--- src/hdl/bmss_pkg.sv ---
// Package for the bad-character substring search block.
// Holds shared constants, register codes and the cell control struct; no dependencies.
package bmss_pkg;

   localparam int TEXT_DEPTH_DEF  = 1024;
   localparam int PATTERN_MAX_DEF = 16;

   localparam int LEN_W      = 5;
   localparam int OFFSET_W   = 10;
   localparam int CSR_ADDR_W = 5;
   localparam int CSR_DATA_W = 64;
   localparam int REQ_DATA_W = 8;
   localparam int RSP_DATA_W = 16;

   typedef enum logic [1:0] {
      REG_PATTERN_LOW    = 2'd0,
      REG_PATTERN_HIGH   = 2'd1,
      REG_PATTERN_LENGTH = 2'd2
   } csr_reg_type;

   typedef struct packed {
      logic shift;
      logic clear;
   } cell_ctrl_type;

endpackage

--- src/hdl/bmss_cell.sv ---
// One compare cell of the match row: holds the partial-match flag for one pattern position.
// Depends on bmss_pkg.
module bmss_cell (
   input  logic                   clock,
   input  logic                   reset,
   input  bmss_pkg::cell_ctrl_type ctrl,
   input  logic [7:0]             text_byte,
   input  logic [7:0]             pattern_byte,
   input  logic                   flag_prev,
   output logic                   flag
);

   logic flag_ff;
   logic flag_in;

   always_comb begin
      flag_in = flag_ff;
      if (ctrl.clear) begin
         flag_in = 1'b0;
      end else if (ctrl.shift) begin
         flag_in = flag_prev & (text_byte == pattern_byte);
      end
   end

   always_ff @(posedge clock) begin
      if (reset) begin
         flag_ff <= 1'b0;
      end else begin
         flag_ff <= flag_in;
      end
   end

   assign flag = flag_ff;

endmodule

--- config.mk ---
export PLATFORM = sky130hd
export DESIGN_NAME = bmss_cell
export DESIGN_NICKNAME = d
export VERILOG_FILES = /design/src/hdl/bmss_pkg.sv /design/src/hdl/bmss_cell.sv
export SDC_FILE = /design/constraint.sdc
export NUM_CORES = 1
export LEC_CHECK = 0
export CAP_MARGIN = 25
export CORE_AREA = 4 4 41 43
export DETAILED_ROUTE_END_ITERATION = 10
export DIE_AREA = 0 0 45 47
export DONT_BUFFER_PORTS = 1
export PLACE_DENSITY = 0.31
export SLEW_MARGIN = 15
export SYNTH_ARGS = -nofsm -noshare
export SYNTH_HDL_FRONTEND = slang
export SYNTH_SLANG_ARGS = --single-unit
--- constraint.sdc ---
create_clock -name clock -period 1.4 [get_ports clock]
set_input_delay 0.14 -clock clock [delete_from_list [all_inputs] [get_ports clock]]
set_output_delay 0.14 -clock clock [all_outputs]
set_load 0.02 [all_outputs]
After elaboration in Yosys (flattened, before gate mapping)
Index checks and enable logic that the tools add are counted.
{ "op_classes": {"n_reduce_logical": 1, "bitwise_logic": 1, "eq_ne": 1} }
{ "ops": {"columns": ["cell", "count"], "rows": [
  ["== test 8 bit", 1],
  ["OR reduction 2 bit", 1],
  ["bitwise AND 1 bit", 1]
]} }
{ "word_totals": {"output_inout_bits": 1, "reg_bits": 1, "elab_cells": 4, "in_bits": 21} }

Longest topological paths before layout
Gate-level depths: netlist of run 1.
{ "depth": {"word_depth": 2, "mapped_depth": 4, "depth_no_buf": 4} }

Worst setup path before layout of run 1
No wires, ideal clock.
{ "synth_path": {"path_kind": "input to register", "from": "input port pattern_byte[1]", "to": "register flag_ff, in the netlist flag", "required_ps": 1341, "n_path_buf": 0, "path_slack_ps": 718, "cell_stages": 4, "setup_time_ps": 59, "t_arrival_ps": 624, "cell_sequence": "xnor2_1 > nand4_1 > nor3_1 > a31o_1"} }
{ "synth_via": {"elab_chain_len": 2} }
{ "synth_lines": {"columns": ["element", "line_no", "source"], "rows": [
  ["from (decl)", "bmss_cell.sv:8", "input logic [7:0] pattern_byte,"],
  ["== test 8 bit", "bmss_cell.sv:21", "flag_in = flag_prev & (text_byte == pattern_byte);"],
  ["bitwise AND 1 bit", "bmss_cell.sv:21", null],
  ["to (signal assigned)", "bmss_cell.sv:29", "flag_ff <= flag_in;"],
  ["to (decl)", "bmss_cell.sv:13", "logic flag_ff;"]
]} }
Every way passes these cells.
A chain may end at the register's enable or synchronous reset.

Worst setup path after layout of run 1
Same ends and word-level chain as after synthesis.

==> results of run 1 <==
where the power goes:
part	switching, µW	internal [µW]
combinational	8.26	18.9
sequential	0.0337	29.1
clock	0	0
total	8.29	48.0
worst max-delay path: stages:
cell and delay, ns:
xnor2_1 0.16, nand4_1 0.12, nor3_1 0.19, a31o_1 0.12
cells in the mapped netlist:
library cell / count / share of area (%)
inv_1: 1 / 2.7
nor2_4: 1 / 8.3
nor3_1: 1 / 3.7
nand3_1: 1 / 3.7
xnor2_1: 8 / 51
nand4_1: 2 / 9.2
dfxtp_1: 1 / 15
a31o_1: 1 / 6.4
metrics by stage:
step	utilization (%)	instance area (µm²)
5_1_grt	11.9	155
2_1_floorplan	-	136
3_5_place_dp	11.9	155
6_report	11.9	155
3_3_place_gp	11.9	155
4_1_cts	11.9	155
layout make-up:
cell class | instances | area [µm²]
Fill cell | 162 | 1150
Multi-Input combinational cell | 14 | 113
Sequential cell | 1 | 20.0
Tap cell | 15 | 18.8
Inverter | 1 | 3.75
cell families (layout without fill, tap and decap cells):
logic type | after synthesis | after routing | share of synthesized area (%)
AO/OA/AOI/OAI | 1 | 1 | 6.42
XOR/XNOR | 8 | 8 | 51.4
buffers and inverters | 1 | 1 | 2.75
flip-flops | 1 | 1 | 14.7
AND/OR/NAND/NOR | 5 | 5 | 24.8
metal layers:
layer | GRT usage (%) | part of all wire [%] | vias up
li1 | - | - | 55
met1 | 3.84 | 29 | 48
met2 | 5.93 | 58 | 11
met3 | 0 | 13 | 0
met4 | 0 | 0 | 0
met5 | 0 | 0 | -
worst max-delay path by stage:
stage | startpoint | end | slack [ns] | depth (start not counted)
after floorplan | pattern_byte[1] | flag$_SDFFE_PP0P_ | 0.72 | 4
after global placement | pattern_byte[1] | flag$_SDFFE_PP0P_ | 0.64 | 4
after CTS | pattern_byte[1] | flag$_SDFFE_PP0P_ | 0.59 | 4
after global routing | pattern_byte[5] | flag$_SDFFE_PP0P_ | 0.56 | 4
after detailed placement | pattern_byte[1] | flag$_SDFFE_PP0P_ | 0.59 | 4
final | pattern_byte[1] | flag$_SDFFE_PP0P_ | 0.62 | 4
==> metrics.csv, run 1 <==
metric,value,unit
status,"finished, final reports clean",
vias in the first global route,141,
final setup TNS,0,ns
IO Count,22,
length of the first detailed-routing pass in iterations,2,
Power Density,363,mW/mm²
post-route ant nets,0,
"Reg clk slew, reported paths",0,ns
yosys warns,0,
Port Buffers,0,
"Avg Cell Area, Syn",8.52,µm²
worst reg2reg path endpoint,flag$_SDFFE_PP0P_,
final wirelength,338,µm
GRT Overall Usage,2.99,%
flop2flop setup slack,0.73,ns
number of cells on the worst reg-to-reg path,1,
initial antenna violation count,0,
Post-Layout Cell Count,31,
Max Cap Violations,0,
Worst Hold Path EP,flag$_SDFFE_PP0P_,
largest net degree at the start of global routing,3,
Initial Util,10.5,%
Synth cell types,8,
hold crit path type,in -> reg,
Worst Tran Pin Value,0.243,ns
Clock Skews,0,ns
FF-to-FF Start,flag$_SDFFE_PP0P_,
hold wc startpoint,ctrl[1],
DRC viols,0,
gr ovfl total,0,
first-pass GRT wire length,517,µm
Overall Power,56.3,µW
Leak,0.0000373,µW
fin. max-slew vios,0,
Syn Nets,37,
count of nets after finishing,39,
crit path DAT,0.72,ns
worst hold slack,0.332,ns
Crit. End Element,flip-flop,
WP data required,1.34,ns
Die Span Y,47,µm
Final min period,0.779,ns
Placer Congestion,0.635,
clock latency on the worst-skew pair,0,ns
final hold vios,0,
most frequent cells in the layout,"xnor2_1 (8), nand4_1 (2)",
RSZ-0062 raised after global routing,false,
Worst setup SP type,primary input,
Setup CP Type,in -> reg,
Max VDD drop,0.000111,V
share of layout cells above drive strength 1,6.25,%
final setup vio count,0,
worst hold path cell count,2,
final worst setup slack,0.621,ns
DRT iter0 DRCs,2,
"Seq/Total Area, Yosys",14.7,%
postcts setup bufs,0,
period utilisation layout,55.6,%
DR vias/cell,3.68,
worst relative slew slack,83.8,%
"FF+latch count, synth",1,
die area,0.00212,mm²
number of flip-flops in the largest register,1,
gate count after technology mapping,16,
count of hold-fix buffers inserted at cts,0,
CORE AREA,0.00130,mm²
Wirelength per Cell,10.9,µm
Horiz. Die Dim,45,µm
synthesis-to-layout area growth,13.8,%
max frequency,1280,MHz
Setup WS pre-CTS,0.593,ns
std cell rows,13,
"most common cell after layout, fill and taps aside",xnor2_1,
Vias,114,
mapped cell area,136,µm²
antenna fix cells,0,
Worst Path Max Fanout,1,
placed insts,31,
post-cts sizing count,0,
No activity file was read; power rests on OpenSTA's default activity.
==> run 2: changes to the inputs <==
Clock period 1.4 ns to 0.8 ns, I/O delays scaled along.
==> metrics.csv, run 2 (synthesized netlist as in run 1, its figures left out) <==
metric,value,unit
post-route ant nets,0,
clock latency on the worst-skew pair,0,ns
synthesis-to-layout area growth,19.3,%
share of layout cells above drive strength 1,11.8,%
Fillers,162,
Clock Skews,0,ns
final setup TNS,0,ns
Leak,0.0000427,µW
antenna fix cells,0,
DRC viols,0,
worst hold slack,0.274,ns
"Reg clk slew, reported paths",0,ns
postcts setup bufs,0,
length of the first detailed-routing pass in iterations,1,
std cell rows,13,
status,"finished, final reports clean",
Max VDD drop,0.000198,V
final instance area,163,µm²
count of nets after finishing,40,
Port Buffers,0,
Horiz. Die Dim,45,µm
period utilisation layout,89.7,%
RSZ-0062 raised after global routing,false,
Placer Congestion,0.636,
crit path DAT,0.66,ns
Worst Tran Pin Value,0.166,ns
number of flip-flops in the largest register,1,
Worst Path Max Fanout,1,
GRT Overall Usage,2.52,%
count of hold-fix buffers inserted at cts,0,
final hold vios,0,
initial antenna violation count,0,
Final min period,0.718,ns
first-pass GRT wire length,434,µm
Wirelength per Cell,10.3,µm
DR vias/cell,3.63,
placed instance area,163,µm²
final worst setup slack,0.0821,ns
Crit. End Element,flip-flop,
IO Count,22,
most frequent cells in the layout,"xnor2_1 (8), nand4_1 (2)",
vias in the first global route,102,
fin. max-slew vios,0,
Initial Util,10.5,%
CORE AREA,0.00130,mm²
Worst setup SP type,primary input,
DRT iter0 DRCs,0,
largest net degree at the start of global routing,3,
max frequency,1390,MHz
final setup vio count,0,
"most common cell after layout, fill and taps aside",xnor2_1,
die area,0.00212,mm²
Die Span Y,47,µm
hold crit path type,in -> reg,
final wirelength,329,µm
Setup CP Type,in -> reg,
post-cts sizing count,0,
Vias,116,
Max Cap Violations,0,
gr ovfl total,0,
Setup WS pre-CTS,0.0577,ns
WP data required,0.74,ns
Power Density,604,mW/mm²
worst relative slew slack,88.8,%
[run 2: worst paths after layout]
check / startpoint / end / slack, ns / depth (start not counted)
setup / recovery: pattern_byte[1] / flag$_SDFFE_PP0P_ / 0.08 / 4
hold / removal: ctrl[1] / flag$_SDFFE_PP0P_ / 0.27 / 2
setup reg to reg: flag$_SDFFE_PP0P_ / flag$_SDFFE_PP0P_ / 0.23 / 1
hold reg to reg: flag$_SDFFE_PP0P_ / flag$_SDFFE_PP0P_ / 0.47 / 1
[run 2: worst max-delay path, stage by stage]
cell and delay [ns]:
xnor2_1 0.15, nand4_1 0.12, nor3_1 0.19, a31o_1 0.12
[run 2: metrics by stage]
step                total power [µW]  std cells  utilization (%)
floorplan                       94.8         16                -
global placement                97.8         32             12.5
detailed placement              99.5         32             12.5
CTS                             99.5         32             12.5
global route                     104         32             12.5
finish                          98.2         32             12.5
[run 2: metal layers]
layer,GRT usage [%],vias to the layer above,part of all wire [%]
met5,0,-,0
met4,0,0,0
met3,0.383,0,17
met2,5.08,11,60
met1,2.93,48,23
li1,-,57,-
[run 2: cell type report]
type | instances | area, µm² | share of cell area, %
repair buffers | 1 | 7.51 | 4.62
well taps | 15 | 18.8 | 11.5
multi-input cells | 14 | 113 | 69.2
flip-flops and latches | 1 | 20.0 | 12.3
inverters | 1 | 3.75 | 2.31
[run 2: report_power, final]
part | switching [µW] | internal (µW)
combinational | 14.2 | 33.1
clock | 0 | 0
sequential | 0.0140 | 50.9
